==> src/hdl/kle_pkg.sv <==
// ----------------------------------------------------------------------------
// kle_pkg: shared constants and types of the keystroke line editor
// Line depth, counter and address widths, key codes, store port requests.
// ----------------------------------------------------------------------------
package kle_pkg;

    localparam int LINE_DEPTH = 64;
    localparam int ADDR_W     = (LINE_DEPTH > 1) ? $clog2(LINE_DEPTH) : 1;
    localparam int CNT_W      = $clog2(LINE_DEPTH + 1);

    localparam logic [7:0] KEY_BACK  = 8'h2D;
    localparam logic [7:0] KEY_LEFT  = 8'h3C;
    localparam logic [7:0] KEY_RIGHT = 8'h3E;

    typedef struct packed {
        logic              en;
        logic [ADDR_W-1:0] addr;
        logic [7:0]        data;
    } t_wr_req;

    typedef struct packed {
        logic              en;
        logic [ADDR_W-1:0] addr;
    } t_rd_req;

endpackage

==> src/hdl/kle_chan_if.sv <==
// ----------------------------------------------------------------------------
// kle_chan_if: valid/ready channels of the keystroke line editor
// Keystroke channel in, line character channel out.
// ----------------------------------------------------------------------------
interface kle_key_if;
    logic       valid;
    logic       ready;
    logic [7:0] key;
    logic       end_of_line;

    modport source (output valid, key, end_of_line, input ready);
    modport sink   (input valid, key, end_of_line, output ready);
endinterface

interface kle_line_if;
    logic       valid;
    logic       ready;
    logic [7:0] text_char;
    logic       has_char;
    logic       last;
    logic       overflowed;

    modport source (output valid, text_char, has_char, last, overflowed, input ready);
    modport sink   (input valid, text_char, has_char, last, overflowed, output ready);
endinterface

==> src/hdl/kle_gap_store.sv <==
// ----------------------------------------------------------------------------
// kle_gap_store: gap buffer storage
// One write port, one read port, read data registered and held between reads.
// ----------------------------------------------------------------------------
module kle_gap_store
    import kle_pkg::*;
(
    input  logic       i_clk,
    input  t_wr_req    i_wr,
    input  t_rd_req    i_rd,
    output logic [7:0] o_rd_data
);

    logic [7:0] r_mem [LINE_DEPTH];
    logic [7:0] r_rd_data;

    always_ff @(posedge i_clk) begin
        if (i_wr.en) begin
            r_mem[i_wr.addr] <= i_wr.data;
        end
        if (i_rd.en) begin
            r_rd_data <= r_mem[i_rd.addr];
        end
    end

    assign o_rd_data = r_rd_data;

endmodule

==> src/hdl/keystroke_line_editor.sv <==
// ----------------------------------------------------------------------------
// keystroke_line_editor: gap buffer line editor
//
//   channel   dir   payload                                    transfer when
//   i_key     in    key, end_of_line                           valid & ready
//   o_line    out   text_char, has_char, last, overflowed      valid & ready
//
// Insert, backspace and a blocked cursor move complete in idle; a cursor
// move reads the store, then writes back. A flush reads one character per
// cycle unless the output stalls, set by the single store read port.
// Reset clears counts, overflow flag and output valid; store is not cleared.
// Keystrokes are taken only in idle; output stalls hold the flush read.
// ----------------------------------------------------------------------------
module keystroke_line_editor
    import kle_pkg::*;
(
    input  logic          i_clk,
    input  logic          i_rst_n,
    kle_key_if.sink       i_key,
    kle_line_if.source    o_line
);

    typedef enum logic [1:0] {S_IDLE, S_MOVE, S_FLUSH, S_EMPTY} t_state;

    t_state           r_state;
    logic [CNT_W-1:0] r_left;
    logic [CNT_W-1:0] r_right;
    logic             r_ovf;
    logic             r_move_left;
    logic [CNT_W-1:0] r_pos;
    logic             r_rd_pend;
    logic             r_rd_last;

    logic             r_out_valid;
    logic [7:0]       r_out_char;
    logic             r_out_has;
    logic             r_out_last;
    logic             r_out_ovf;

    logic             w_key_acc;
    logic             w_out_free;
    logic [CNT_W-1:0] w_total;
    logic [CNT_W-1:0] w_base;
    logic             w_full;
    logic             w_more;
    logic             w_issue;
    logic             w_load;
    logic [CNT_W-1:0] w_flush_addr;
    logic [7:0]       w_rd_data;
    t_wr_req          w_wr;
    t_rd_req          w_rd;

    assign w_key_acc  = i_key.valid && i_key.ready;
    assign w_out_free = !r_out_valid || o_line.ready;
    assign w_total    = r_left + r_right;
    assign w_base     = CNT_W'(LINE_DEPTH) - r_right;
    assign w_full     = (w_total == CNT_W'(LINE_DEPTH));
    assign w_more     = (r_state == S_FLUSH) && (r_pos != w_total);
    assign w_issue    = w_more && (!r_rd_pend || w_out_free);
    assign w_load     = (r_state == S_FLUSH) && r_rd_pend && w_out_free;
    assign w_flush_addr = (r_pos < r_left) ? r_pos : (r_pos - r_left + w_base);

    always_comb begin
        w_wr.en   = 1'b0;
        w_wr.addr = r_left[ADDR_W-1:0];
        w_wr.data = i_key.key;
        w_rd.en   = 1'b0;
        w_rd.addr = w_flush_addr[ADDR_W-1:0];
        case (r_state)
            S_IDLE: begin
                if (w_key_acc && !i_key.end_of_line) begin
                    case (i_key.key)
                        KEY_BACK: ;
                        KEY_LEFT: begin
                            w_rd.en   = (r_left != '0);
                            w_rd.addr = ADDR_W'(r_left - CNT_W'(1));
                        end
                        KEY_RIGHT: begin
                            w_rd.en   = (r_right != '0);
                            w_rd.addr = w_base[ADDR_W-1:0];
                        end
                        default: begin
                            w_wr.en = !w_full;
                        end
                    endcase
                end
            end
            S_MOVE: begin
                w_wr.en   = 1'b1;
                w_wr.data = w_rd_data;
                w_wr.addr = r_move_left ? ADDR_W'(w_base - CNT_W'(1))
                                        : r_left[ADDR_W-1:0];
            end
            S_FLUSH: begin
                w_rd.en = w_issue;
            end
            default: ;
        endcase
    end

    kle_gap_store u_store (
        .i_clk     (i_clk),
        .i_wr      (w_wr),
        .i_rd      (w_rd),
        .o_rd_data (w_rd_data)
    );

    always_ff @(posedge i_clk) begin
        if (!i_rst_n) begin
            r_state     <= S_IDLE;
            r_left      <= '0;
            r_right     <= '0;
            r_ovf       <= 1'b0;
            r_move_left <= 1'b0;
            r_pos       <= '0;
            r_rd_pend   <= 1'b0;
            r_rd_last   <= 1'b0;
            r_out_valid <= 1'b0;
        end else begin
            if (o_line.ready) begin
                r_out_valid <= 1'b0;
            end
            case (r_state)
                S_IDLE: begin
                    if (w_key_acc) begin
                        if (i_key.end_of_line) begin
                            r_pos     <= '0;
                            r_rd_pend <= 1'b0;
                            r_state   <= (w_total == '0) ? S_EMPTY : S_FLUSH;
                        end else begin
                            case (i_key.key)
                                KEY_BACK: begin
                                    if (r_left != '0) begin
                                        r_left <= r_left - CNT_W'(1);
                                    end
                                end
                                KEY_LEFT: begin
                                    if (r_left != '0) begin
                                        r_move_left <= 1'b1;
                                        r_state     <= S_MOVE;
                                    end
                                end
                                KEY_RIGHT: begin
                                    if (r_right != '0) begin
                                        r_move_left <= 1'b0;
                                        r_state     <= S_MOVE;
                                    end
                                end
                                default: begin
                                    if (w_full) begin
                                        r_ovf <= 1'b1;
                                    end else begin
                                        r_left <= r_left + CNT_W'(1);
                                    end
                                end
                            endcase
                        end
                    end
                end
                S_MOVE: begin
                    if (r_move_left) begin
                        r_left  <= r_left - CNT_W'(1);
                        r_right <= r_right + CNT_W'(1);
                    end else begin
                        r_left  <= r_left + CNT_W'(1);
                        r_right <= r_right - CNT_W'(1);
                    end
                    r_state <= S_IDLE;
                end
                S_FLUSH: begin
                    if (w_issue) begin
                        r_pos     <= r_pos + CNT_W'(1);
                        r_rd_pend <= 1'b1;
                        r_rd_last <= (r_pos == w_total - CNT_W'(1));
                    end else if (w_load) begin
                        r_rd_pend <= 1'b0;
                    end
                    if (w_load) begin
                        r_out_valid <= 1'b1;
                        r_out_char  <= w_rd_data;
                        r_out_has   <= 1'b1;
                        r_out_last  <= r_rd_last;
                        r_out_ovf   <= r_ovf;
                        if (r_rd_last) begin
                            r_left  <= '0;
                            r_right <= '0;
                            r_ovf   <= 1'b0;
                            r_state <= S_IDLE;
                        end
                    end
                end
                S_EMPTY: begin
                    if (w_out_free) begin
                        r_out_valid <= 1'b1;
                        r_out_char  <= '0;
                        r_out_has   <= 1'b0;
                        r_out_last  <= 1'b1;
                        r_out_ovf   <= r_ovf;
                        r_ovf       <= 1'b0;
                        r_state     <= S_IDLE;
                    end
                end
                default: r_state <= S_IDLE;
            endcase
        end
    end

    assign i_key.ready       = (r_state == S_IDLE);
    assign o_line.valid      = r_out_valid;
    assign o_line.text_char  = r_out_char;
    assign o_line.has_char   = r_out_has;
    assign o_line.last       = r_out_last;
    assign o_line.overflowed = r_out_ovf;

    a_count_bound: assert property (@(posedge i_clk) disable iff (!i_rst_n)
        (r_left + r_right) <= CNT_W'(LINE_DEPTH))
        else $error("line counts exceed store depth");

    a_empty_is_last: assert property (@(posedge i_clk) disable iff (!i_rst_n)
        o_line.valid && !o_line.has_char |-> o_line.last)
        else $error("result without character is not last");

    a_eol_leaves_idle: assert property (@(posedge i_clk) disable iff (!i_rst_n)
        w_key_acc && i_key.end_of_line |=> r_state == S_FLUSH || r_state == S_EMPTY)
        else $error("end of line did not start a flush");

    a_pend_in_flush: assert property (@(posedge i_clk) disable iff (!i_rst_n)
        r_rd_pend |-> r_state == S_FLUSH)
        else $error("store read pending outside flush");

endmodule
==> src/flat_wrapper.sv <==
// flat-port wrapper written by rule: the top's interface ports become plain ports
module keystroke_line_editor_flat import kle_pkg::*;
  (i_clk, i_rst_n, i_key_valid, i_key_key, i_key_end_of_line, i_key_ready, o_line_valid, o_line_text_char, o_line_has_char, o_line_last, o_line_overflowed, o_line_ready);
  kle_key_if i_key_i ();
  kle_line_if o_line_i ();
  input  logic i_clk;
  input  logic i_rst_n;
  input wire logic [$bits(i_key_i.valid)-1:0] i_key_valid;
  input wire logic [$bits(i_key_i.key)-1:0] i_key_key;
  input wire logic [$bits(i_key_i.end_of_line)-1:0] i_key_end_of_line;
  output wire logic [$bits(i_key_i.ready)-1:0] i_key_ready;
  output wire logic [$bits(o_line_i.valid)-1:0] o_line_valid;
  output wire logic [$bits(o_line_i.text_char)-1:0] o_line_text_char;
  output wire logic [$bits(o_line_i.has_char)-1:0] o_line_has_char;
  output wire logic [$bits(o_line_i.last)-1:0] o_line_last;
  output wire logic [$bits(o_line_i.overflowed)-1:0] o_line_overflowed;
  input wire logic [$bits(o_line_i.ready)-1:0] o_line_ready;
  assign i_key_i.valid = i_key_valid;
  assign i_key_i.key = i_key_key;
  assign i_key_i.end_of_line = i_key_end_of_line;
  assign i_key_ready = i_key_i.ready;
  assign o_line_valid = o_line_i.valid;
  assign o_line_text_char = o_line_i.text_char;
  assign o_line_has_char = o_line_i.has_char;
  assign o_line_last = o_line_i.last;
  assign o_line_overflowed = o_line_i.overflowed;
  assign o_line_i.ready = o_line_ready;
  keystroke_line_editor u_core (.i_clk(i_clk), .i_rst_n(i_rst_n), .i_key(i_key_i), .o_line(o_line_i));
endmodule
==> config.mk <==
export PLATFORM = sky130hd
export DESIGN_NAME = keystroke_line_editor_flat
export DESIGN_NICKNAME = d
export VERILOG_FILES = /design/src/hdl/kle_pkg.sv /design/src/hdl/kle_chan_if.sv /design/src/hdl/kle_gap_store.sv /design/src/hdl/keystroke_line_editor.sv /design/src/flat_wrapper.sv
export SDC_FILE = /design/constraint.sdc
export NUM_CORES = 1
export LEC_CHECK = 0
export BUFFER_PORTS_ARGS = -buffer_cell sky130_fd_sc_hd__buf_2
export CORE_ASPECT_RATIO = 0.5
export CORE_UTILIZATION = 53
export CTS_CLUSTER_SIZE = 8
export DETAILED_ROUTE_END_ITERATION = 10
export HOLD_SLACK_MARGIN = 0.02
export PLACE_DENSITY = 0.69
export SLEW_MARGIN = 20
export SYNTH_ARGS = -nofsm -noshare
export SYNTH_HDL_FRONTEND = slang
export SYNTH_HIERARCHICAL = 1
export SYNTH_SLANG_ARGS = --single-unit
==> constraint.sdc <==
create_clock -name i_clk -period 5 [get_ports i_clk]
set_clock_uncertainty 0.2 [all_clocks]
set_input_delay 0.5 -clock i_clk [delete_from_list [all_inputs] [get_ports i_clk]]
set_output_delay 0.5 -clock i_clk [all_outputs]
set_load 0.03 [all_outputs]
# After elaboration in Yosys (flattened, before gate mapping)
# Memory sizes are Yosys's and may differ from the RTL's. A register that Yosys moved wholly into a read port is not among the register bits.
# Cells that the tools add are included.
# op_classes
n_lt_le_gt_ge,1
add_sub_neg,11
reduce_logical,33
n_bitwise,1
eq_ne,27
n_mux,68
# ops
operator,count
$mux 7,12
$pmux 7 s2,4
$mux 1,26
$eq 8x6->1 const B,3
$add 7x1->7 const B,3
$pmux 7 s3,1
$sub 7x1->7 const B,3
$mux 6,3
$mux 8,2
$pmux 1 s2,8
$pmux 8 s2,1
$reduce_and 8->1,2
$mux 14,1
$mux 2,7
$reduce_bool 7->1,2
$ne 2x1->1 const B,6
$ne 2x2->1 const B,6
$ne 4x4->1 const B,3
$reduce_and 4->1,3
$pmux 2 s4,1
$reduce_bool 2->1,4
$add 7x7->7,1
$eq 7x7->1,1
$eq 7x7->1 const B,1
other kinds (25),37
# word_totals
regBits,39
in_bits,13
out_inout_bits,13
wordCells,155
ramBits,512
n_memories,1
# mem_list
name,words,width,rd,rd_clocked_by_memory_dff,write_ports,line_no,source
u_core.u_store.r_mem,64,8,1,1,1,kle_gap_store.sv:14,logic [7:0] r_mem [LINE_DEPTH];

# Longest topological paths before layout
# Gate-level depths: netlist of the first run.
# depth
word_depth,8
mapped_depth,20
depth_no_buf,17

# Hierarchy
# Netlist of the first run, hierarchy kept.
# modules_own_cells
mod,instances,cells_each,seq_area_each_um2,area_per_inst_um2
kle_gap_store,1,972,15615.0,20270.7
keystroke_line_editor,1,493,890.9,4032.6

# Worst setup path before layout of the first run
# No wires, ideal clock.
# synth_path
path_type,flip-flop to flip-flop
startpoint,reg u_core.r_right[0]
endpoint,"reg u_core.u_store.r_rd_data[2] (netlist: u_core/u_store/o_rd_data[2]), read port of u_core.u_store.r_mem (data pin)"
path_buffers,3
t_arrival_ns,3.987
period_less_slack_ns,4.444
slack_ns,0.556
required_time_ns,4.543
path_stages_with_launch,16
cell_sequence,dfxtp_1 > clkbuf_1 > inv_1 > ha_1 > fa_1 > inv_1 > fa_1 > xnor2_1 > mux2i_1 > a21oi_1 > buf_2 > buf_1 > mux4_2 > a21oi_1 > o211ai_1 > a32o_1
# synth_rtl
item,line_no,source
from (decl),keystroke_line_editor.sv:27,logic [CNT_W-1:0] r_right;
from (signal assigned),keystroke_line_editor.sv:163,r_right <= r_right + CNT_W'(1);
from (signal assigned),keystroke_line_editor.sv:166,r_right <= r_right - CNT_W'(1);
to (decl),kle_gap_store.sv:15,logic [7:0] r_rd_data;

==> flow_summary.ini, run 1 <==
[run_status]
outcome = completed

[die]
coreArea_mm2 = 0.04521
start_util_pct = 53.75
io_pins = 26
die_area_mm2 = 0.04677
dieWidth_um = 304.8
rows = 55
die_h_um = 153.4

[placed_design]
post-place-cells = 2125
dp_hpwl_um = 39360
port_buffers = 25
gp_congestion = 0.9719
dpl_cell_area_mm2 = 0.02575

[drt]
vias_per_cell = 6.428
drt_iter0_drc = 2133
vias = 14300
ant_nets = 0
drt-pass1-iter-count = 6
routedWlPerCell_um = 26.93
drc = 0
wl_um = 59920

[grt]
overflow = 0
grt_pass1_wl_um = 89310
grtUsageTotal_pct = 25.87
grt_max_degree = 69
antenna_found_initial = 1
grt_pass1_vias = 14040

[clocking]
h-tree-depth = 3
root_buffer = clkbuf_16
cts_tree = yes
cts_made_buffers = 79
path_clk_slew_ps = 60
cts.path.max_buffers = 3
clock_sinks = 559
insertion_delay_ps = 610
postCtsHoldBufs = 0

[worst_setup_path]
required_ps = 5110
cp_top_family = adder cells
crit_fanout = 34
slowest_delay_ps = 540
critical_path_buf_inv_count = 3
end_kind = register
crit_slowest_cell = fa_1
crit_chain = inv_1, ha_1, fa_1, inv_1, fa_1, xnor2_1, mux2i_1, a21oi_4, buf_12, mux4_2, mux4_2, o2111ai_2, o41ai_2
worstPathArrival_ps = 4900
startpoint_type = register
crit_type = reg -> reg

[finish]
layout_common_cells = edfxtp_1 (531), nor2_1 (128), mux4_2 (124)
synthToLayoutAreaGrowth_pct = 14.89
final_nets = 1663
multi_input_comb_area_mm2 = 0.007331
nFillCells = 3124
layout_commonest_cell = edfxtp_1
design_area_mm2 = 0.02792
drive_gt1_share_pct = 23.99
regArea_mm2 = 0.01651
fin_cells = 2225

[timing]
max-slew-margin-rel_pct = 26.47
setup_viol = 0
layout_min_cycle_time_ps = 4788
worst_slew_pin_slew_ps = 1103
fin_crit_sh_pct = 95.75
rsz0062_at_grt = false
slew_violations = 0
hold_viol_final = 0
maxClockFrequency_ghz = 0.2089

[synth]
synth_nets = 1519
ys_seq_area_share_pct = 67.92
yosys_warnings = 6
syn_inst = 1465
synth_edf_count = 531
synthArstFlopShare_pct = 0
synth_area_mm2 = 0.02430
synthDistinctLibCells = 79
ys.flop_type = edfxtp_1
ys_ff_latch = 559
synth.avg_cell_area_um2 = 16.59

[min_path]
hp-class = in -> reg

[run]
maxCapViolations = 0
## kinds of logic (layout without fill, tap and decap cells)
kind of cell	count (synthesis)	count (layout)	synth area share [%]
flip-flops	559	559	67.92
AND/OR/NAND/NOR	336	336	6.574
AO/OA/AOI/OAI	209	209	6.116
multiplexers	168	168	13.36
buffers and inverters	115	276	2.250
adder cells (fa/ha/maj)	41	41	2.327
XOR/XNOR	37	37	1.452
other	0	1	0
## cell usage after synthesis (all sizes together), types with 22 or more instances
master  number  area (um2)
a21oi       34       170.2
buf         37       254.0
clkbuf      38       142.6
dfxtp       28       560.5
edfxtp     531       15950
ha          34       425.4
inv         38       142.6
mux2i       32       320.3
mux4       124        2793
nand2       64       240.2
nand3       39       195.2
nor2       128       480.5
nor2b       23       143.9
o21ai       33       168.9
o22ai       28       175.2
xnor2       22       192.7
## repair_timing
item                                    in CTS  in global routing
setup buffers                                0                  0
gates cloned                                 0                  1
endpoints found under the setup margin       1                  6
gates resized for setup                      1                  2
## metrics by stage
step           TNS, ps  setup WS (ps)  utilization [%]  hold slack (ps)
2_1_floorplan        0          556.2                -            208.1
3_3_place_gp         0          209.9            56.96            214.6
3_5_place_dp    -43.92         -43.92            56.96            227.4
4_1_cts              0          202.7            61.67            62.78
5_1_grt              0          10.55            61.75            99.97
6_report             0          212.5            61.76            87.80
## worst paths after layout
kind | cells after the start | endpoint | slack, ps | startpoint
max reg2reg | 13 | u_core/u_store/o_rd_data[7] | 210 | u_core/r_right[1]
max | 13 | u_core/u_store/o_rd_data[7] | 210 | u_core/r_right[1]
min | 3 | u_core/o_line.valid | 90 | o_line_ready
min reg2reg | 0 | u_core/o_line.overflowed | 240 | u_core/r_ovf
## tightest hold or removal path, cell delays in order
cell      delay [ps]
buf_2             90
nand2b_1         170
a21oi_1           80
## metal layers
metal	GRT usage, %	up-vias	wire [um]
met5	0	-	13
met4	9.307	2	1863
met3	5.477	134	6023
met2	39.36	849	27660
met1	37.24	7220	24360
li1	-	6097	-
## layout make-up
| cell class | instances | area share (%) |
|---|---|---|
| diodes | 1 | 0.008962 |
| clock buffers | 92 | 7.255 |
| clock inverters | 6 | 0.3316 |
| inverters | 40 | 0.5377 |
| multi-input cells | 791 | 26.25 |
| flip-flops and latches | 559 | 59.11 |
| well taps | 598 | 2.680 |
| repair buffers | 138 | 3.818 |
## sequential cells by signal, indices dropped and copies added, names as in the netlist, 2 cells and up
signal / count
u_core/o_line.text_char: 8
u_core/r_left: 7
u_core/r_pos: 7
u_core/r_right: 7
u_core/r_state: 2
u_core/u_store/o_rd_data: 8
u_core/u_store/r_mem: 512
Power of run 1 is left out: the tool's default activity adds up to more than one toggle a clock period on the data nets, which glitch-free logic cannot reach.
==> inputs of run 2 (changes only) <==
--- a/config.mk
+++ b/config.mk
@@ -11,7 +11,7 @@
 export CTS_CLUSTER_SIZE = 8
 export DETAILED_ROUTE_END_ITERATION = 10
 export HOLD_SLACK_MARGIN = 0.02
-export PLACE_DENSITY = 0.69
+export PLACE_DENSITY_LB_ADDON = 0.08
 export SLEW_MARGIN = 20
 export SYNTH_ARGS = -nofsm -noshare
 export SYNTH_HDL_FRONTEND = slang
==> run 2 against run 1 <==
Via count shrank 0.44%; register-to-register slack lost 50 ps; sequential share of layout area shrank 0.43 points; core utilization grew 0.45 points; critical path depth grew 1; critical path type unchanged; largest cell class unchanged; highest routed layer is now met4.
==> flow_summary.ini, run 2 (synthesis gave the netlist of run 1 again) <==
[run_status]
outcome = completed

[grt]
grt_pass1_vias = 14190
grtUsageTotal_pct = 26.87
overflow = 0
grt_max_degree = 65
antenna_found_initial = 1
grt_pass1_wl_um = 91660

[placed_design]
dp_hpwl_um = 41440
post-place-cells = 2150
port_buffers = 25
gp_congestion = 0.9439

[finish]
regArea_mm2 = 0.01651
final_nets = 1687
nFillCells = 3220
fin_util_pct = 62.21
regMostFlops = u_core/u_store/r_mem
largest_reg_flops = 512
layout_commonest_cell = edfxtp_1
synthToLayoutAreaGrowth_pct = 15.72
layout_common_cells = edfxtp_1 (531), buf_4 (132), nor2_1 (128)
drive_gt1_share_pct = 25.12
multi_input_comb_area_mm2 = 0.007313
num_antenna_cells = 0
fin_cells = 2246

[worst_setup_path]
end_kind = register
r2r_end = u_core/u_store/o_rd_data[3]
r2r_cells = 14
startpoint_type = register
required_ps = 5090
r2r_start = u_core/r_right[0]
worstPathArrival_ps = 4930
crit_fanout = 23
r2r_setup_slack_ps = 160
crit_type = reg -> reg

[clocking]
cts.path.max_buffers = 3
clock_sinks = 559
postCtsHoldBufs = 0
cts_made_buffers = 79
root_buffer = clkbuf_16
h-tree-depth = 3
insertion_delay_ps = 610
cts_tree = yes
path_clk_slew_ps = 60
post_cts_buffers = 0

[timing]
fin_tns_setup_ps = 0
hold_viol_final = 0
max-slew-margin-rel_pct = 32.89
rsz0062_at_grt = false
maxClockFrequency_ghz = 0.2068
slew_violations = 0
layout_min_cycle_time_ps = 4836
worst_slew_pin_slew_ps = 1002
setup_viol = 0
fin_crit_sh_pct = 96.71

[die]
start_util_pct = 53.75
coreArea_mm2 = 0.04521
die_h_um = 153.4
io_pins = 26
die_area_mm2 = 0.04677
dieWidth_um = 304.8
rows = 55

[drt]
vias_per_cell = 6.340
drc = 0
drt_iter0_drc = 1576
drt-pass1-iter-count = 5
vias = 14240
ant_nets = 0
routedWlPerCell_um = 27.27
wl_um = 61240

[min_path]
holdPathEnd = u_core/r_state[1]
min-delay-start = i_key_end_of_line
hp-class = in -> reg
min_delay_path_depth = 4

[run]
maxCapViolations = 0
run 2: changes by cell type in the layout (fill, tap and decap cells not counted), moves of 2 or more:
cell and change:
buf_4 +26, clkbuf_1 -3, clkbuf_16 +3, inv_6 -3, o21ai_0 -2
run 2: how the worst max path moves through the flow:
stage | start | end | depth (start not counted)
2_1_floorplan | u_core/r_right[0] | u_core/u_store/o_rd_data[2] | 15
3_3_place_gp | i_key_key[6] | u_core/u_store/o_rd_data[5] | 12
3_5_place_dp | i_key_key[6] | u_core/u_store/o_rd_data[5] | 12
4_1_cts | u_core/r_left[2] | u_core/u_store/o_rd_data[5] | 14
5_1_grt | u_core/r_right[0] | u_core/u_store/o_rd_data[3] | 14
6_report | u_core/r_right[0] | u_core/u_store/o_rd_data[3] | 14
run 2: final cells by class:
cell class / count / area share [%]
clock buffers: 93 / 7.518
clock inverters: 3 / 0.2714
inverters: 40 / 0.5339
multi-input cells: 791 / 26.00
flip-flops and latches: 559 / 58.69
well taps: 598 / 2.660
repair buffers: 162 / 4.324
run 2: stage by stage:
stage	hold WS, ps	cell area (um2)	worst slack (ps)
6_report	95.16	28120	164.4
3_5_place_dp	224.4	25930	8.384
3_3_place_gp	221.9	25930	104.6
4_1_cts	75.74	28120	18.03
2_1_floorplan	208.1	24300	556.2
5_1_grt	109.9	28120	25.76
run 2: routing by layer:
metal,global-route usage (%),wire length [um],share of wire (%),up-vias
li1,-,-,-,6146
met2,42.02,28600,47,572
met1,38.35,26470,43,7419
met3,6.073,4846,7.9,102
met4,7.287,1330,2.2,0
met5,0,0,0,-
run 2: what timing repair did:
action	4_1_cts	5_1_grt
resized for setup	0	3
setup endpoints to repair	0	2
hold endpoints to repair	0	0
run 2: critical path: stages, from the launching register on:
cell and delay [ps]:
dfxtp_1 330, inv_1 90, ha_1 390, fa_1 550, inv_1 70, fa_1 460, xnor2_1 160, mux2i_1 130
a21oi_4 350, buf_4 340, or3b_2 570, o22ai_1 230, nor4_1 80, o21ai_1 350, nand3_1 220
Power of run 2 is left out for the same reason.
==> inputs of run 3 (changes only) <==
--- a/config.mk
+++ b/config.mk
@@ -11,7 +11,7 @@
 export CTS_CLUSTER_SIZE = 8
 export DETAILED_ROUTE_END_ITERATION = 10
 export HOLD_SLACK_MARGIN = 0.02
-export PLACE_DENSITY_LB_ADDON = 0.08
+export PLACE_DENSITY = 0.69
 export SLEW_MARGIN = 20
 export SYNTH_ARGS = -nofsm -noshare
 export SYNTH_HDL_FRONTEND = slang
==> constraint.sdc (replaced) <==
create_clock -name i_clk -period 4.5 [get_ports i_clk]
set_clock_uncertainty 0.2 [all_clocks]
set_input_delay 0.45 -clock i_clk [delete_from_list [all_inputs] [get_ports i_clk]]
set_output_delay 0.45 -clock i_clk [all_outputs]
set_load 0.03 [all_outputs]
==> run 3 against run 2 <==
Worst hold slack worse by 42 ps; count of clock-buffer cells in the layout is 1 higher; global-route usage is 0.62 points lower; via count is 0.33% higher; sequential share of layout area is 0.18 points lower; design area is 0.31% higher; non-clock buffer count stayed put.
==> flow_summary.ini, run 3 (synthesis gave the netlist of run 1 again) <==
[timing]
layout_setup_ws_ps = 187.3
rsz0062_at_grt = false
maxClockFrequency_ghz = 0.2319
layout_min_cycle_time_ps = 4313
worst_slew_pin_slew_ps = 1135
max-slew-margin-rel_pct = 23.82
fin_tns_setup_ps = 0
hold_viol_final = 0
fin_crit_sh_pct = 95.84
timing.hold.ws_ps = 52.94
slew_violations = 0
setup_viol = 0

[worst_setup_path]
worstPathArrival_ps = 4450
critical_path_buf_inv_count = 4
cp_top_family = compound AO/OA/AOI/OAI gates
crit_fanout = 10
crit_type = reg -> reg
slowest_delay_ps = 590
startpoint_type = register
end_kind = register
crit_chain = buf_4, ha_1, fa_1, a211oi_1, nor2_1, xor2_2, a2111oi_4, and2_1, o41ai_4, buf_4, inv_1, or2_1, nor2_1, buf_4
required_ps = 4640
path_common_cell = buf_4
crit_slowest_cell = a2111oi_4

[drt]
ant_nets = 0
wl_um = 60550
vias = 14290
drt-pass1-iter-count = 8
routedWlPerCell_um = 26.92
drc = 0
vias_per_cell = 6.352
drt_iter0_drc = 1723

[finish]
largest_reg_flops = 512
final_nets = 1687
design_area_mm2 = 0.02821
drive_gt1_share_pct = 25.44
nFillCells = 3143
regMostFlops = u_core/u_store/r_mem
synthToLayoutAreaGrowth_pct = 16.08
regArea_mm2 = 0.01651
layout_common_cells = edfxtp_1 (531), nor2_1 (128), buf_4 (126)
layout_commonest_cell = edfxtp_1
multi_input_comb_area_mm2 = 0.007367
num_antenna_cells = 0

[run_status]
outcome = completed

[grt]
grt_pass1_vias = 14440
overflow = 0
antenna_found_initial = 1
grtUsageTotal_pct = 26.25
grt_max_degree = 65
grt_pass1_wl_um = 90560

[die]
dieWidth_um = 304.8
io_pins = 26
die_h_um = 153.4
start_util_pct = 53.75
die_area_mm2 = 0.04677
rows = 55
coreArea_mm2 = 0.04521

[clocking]
path_clk_slew_ps = 50
cts.path.max_buffers = 3
cts_tree = yes
cts_made_buffers = 79
clock_sinks = 559
root_buffer = clkbuf_16
h-tree-depth = 3
postCtsHoldBufs = 0
insertion_delay_ps = 600

[min_path]
hp-class = in -> reg

[placed_design]
dp_hpwl_um = 40170
pre_cts_ws_ps = 45.35
port_buffers = 25
dpl_cell_area_mm2 = 0.02595
gp_congestion = 0.9690

[run]
maxCapViolations = 0
run 3: metrics by stage:
step                cells  util, %
global route         2249    62.40
global placement     2146    57.40
CTS                  2245    62.17
floorplan            1465        -
finish               2249    62.40
detailed placement   2146    57.40
run 3: final timing paths:
check / start / slack, ps / endpoint / cells past startpoint
worst max-delay path: u_core/r_right[0] / 190 / u_core/u_store/r_mem[5][1] / 14
worst min-delay path: i_rst_n / 50 / u_core/r_ovf / 3
worst max register to register: u_core/r_right[0] / 190 / u_core/u_store/r_mem[5][1] / 14
worst min register to register: u_core/r_ovf / 240 / u_core/o_line.overflowed / 0
run 3: routing by layer:
layer  up-vias  routed length [um]  track usage, %
li1       6149                   -               -
met4         0                1666           8.177
met2       731               28530           41.10
met5         -                   0               0
met1      7283               24710           37.22
met3       123                5650           5.616
run 3: worst min-delay path, cell delays in order:
cell     delay [ps]
buf_2           200
nand2_1          90
mux2i_1          60
run 3: final cells by class:
type	count	share of cell area [%]
timing repair buffer	162	4.564
tap	598	2.652
clock inverter	5	0.2750
sequential	559	58.51
inverter	40	0.5322
multi-input combinational	791	26.11
clock buffer	94	7.358
run 3: what timing repair did:
action,in CTS,in global routing
gates resized for setup,0,11
setup endpoints to repair,0,275
setup buffers,0,3
Power of run 3 is left out for the same reason.
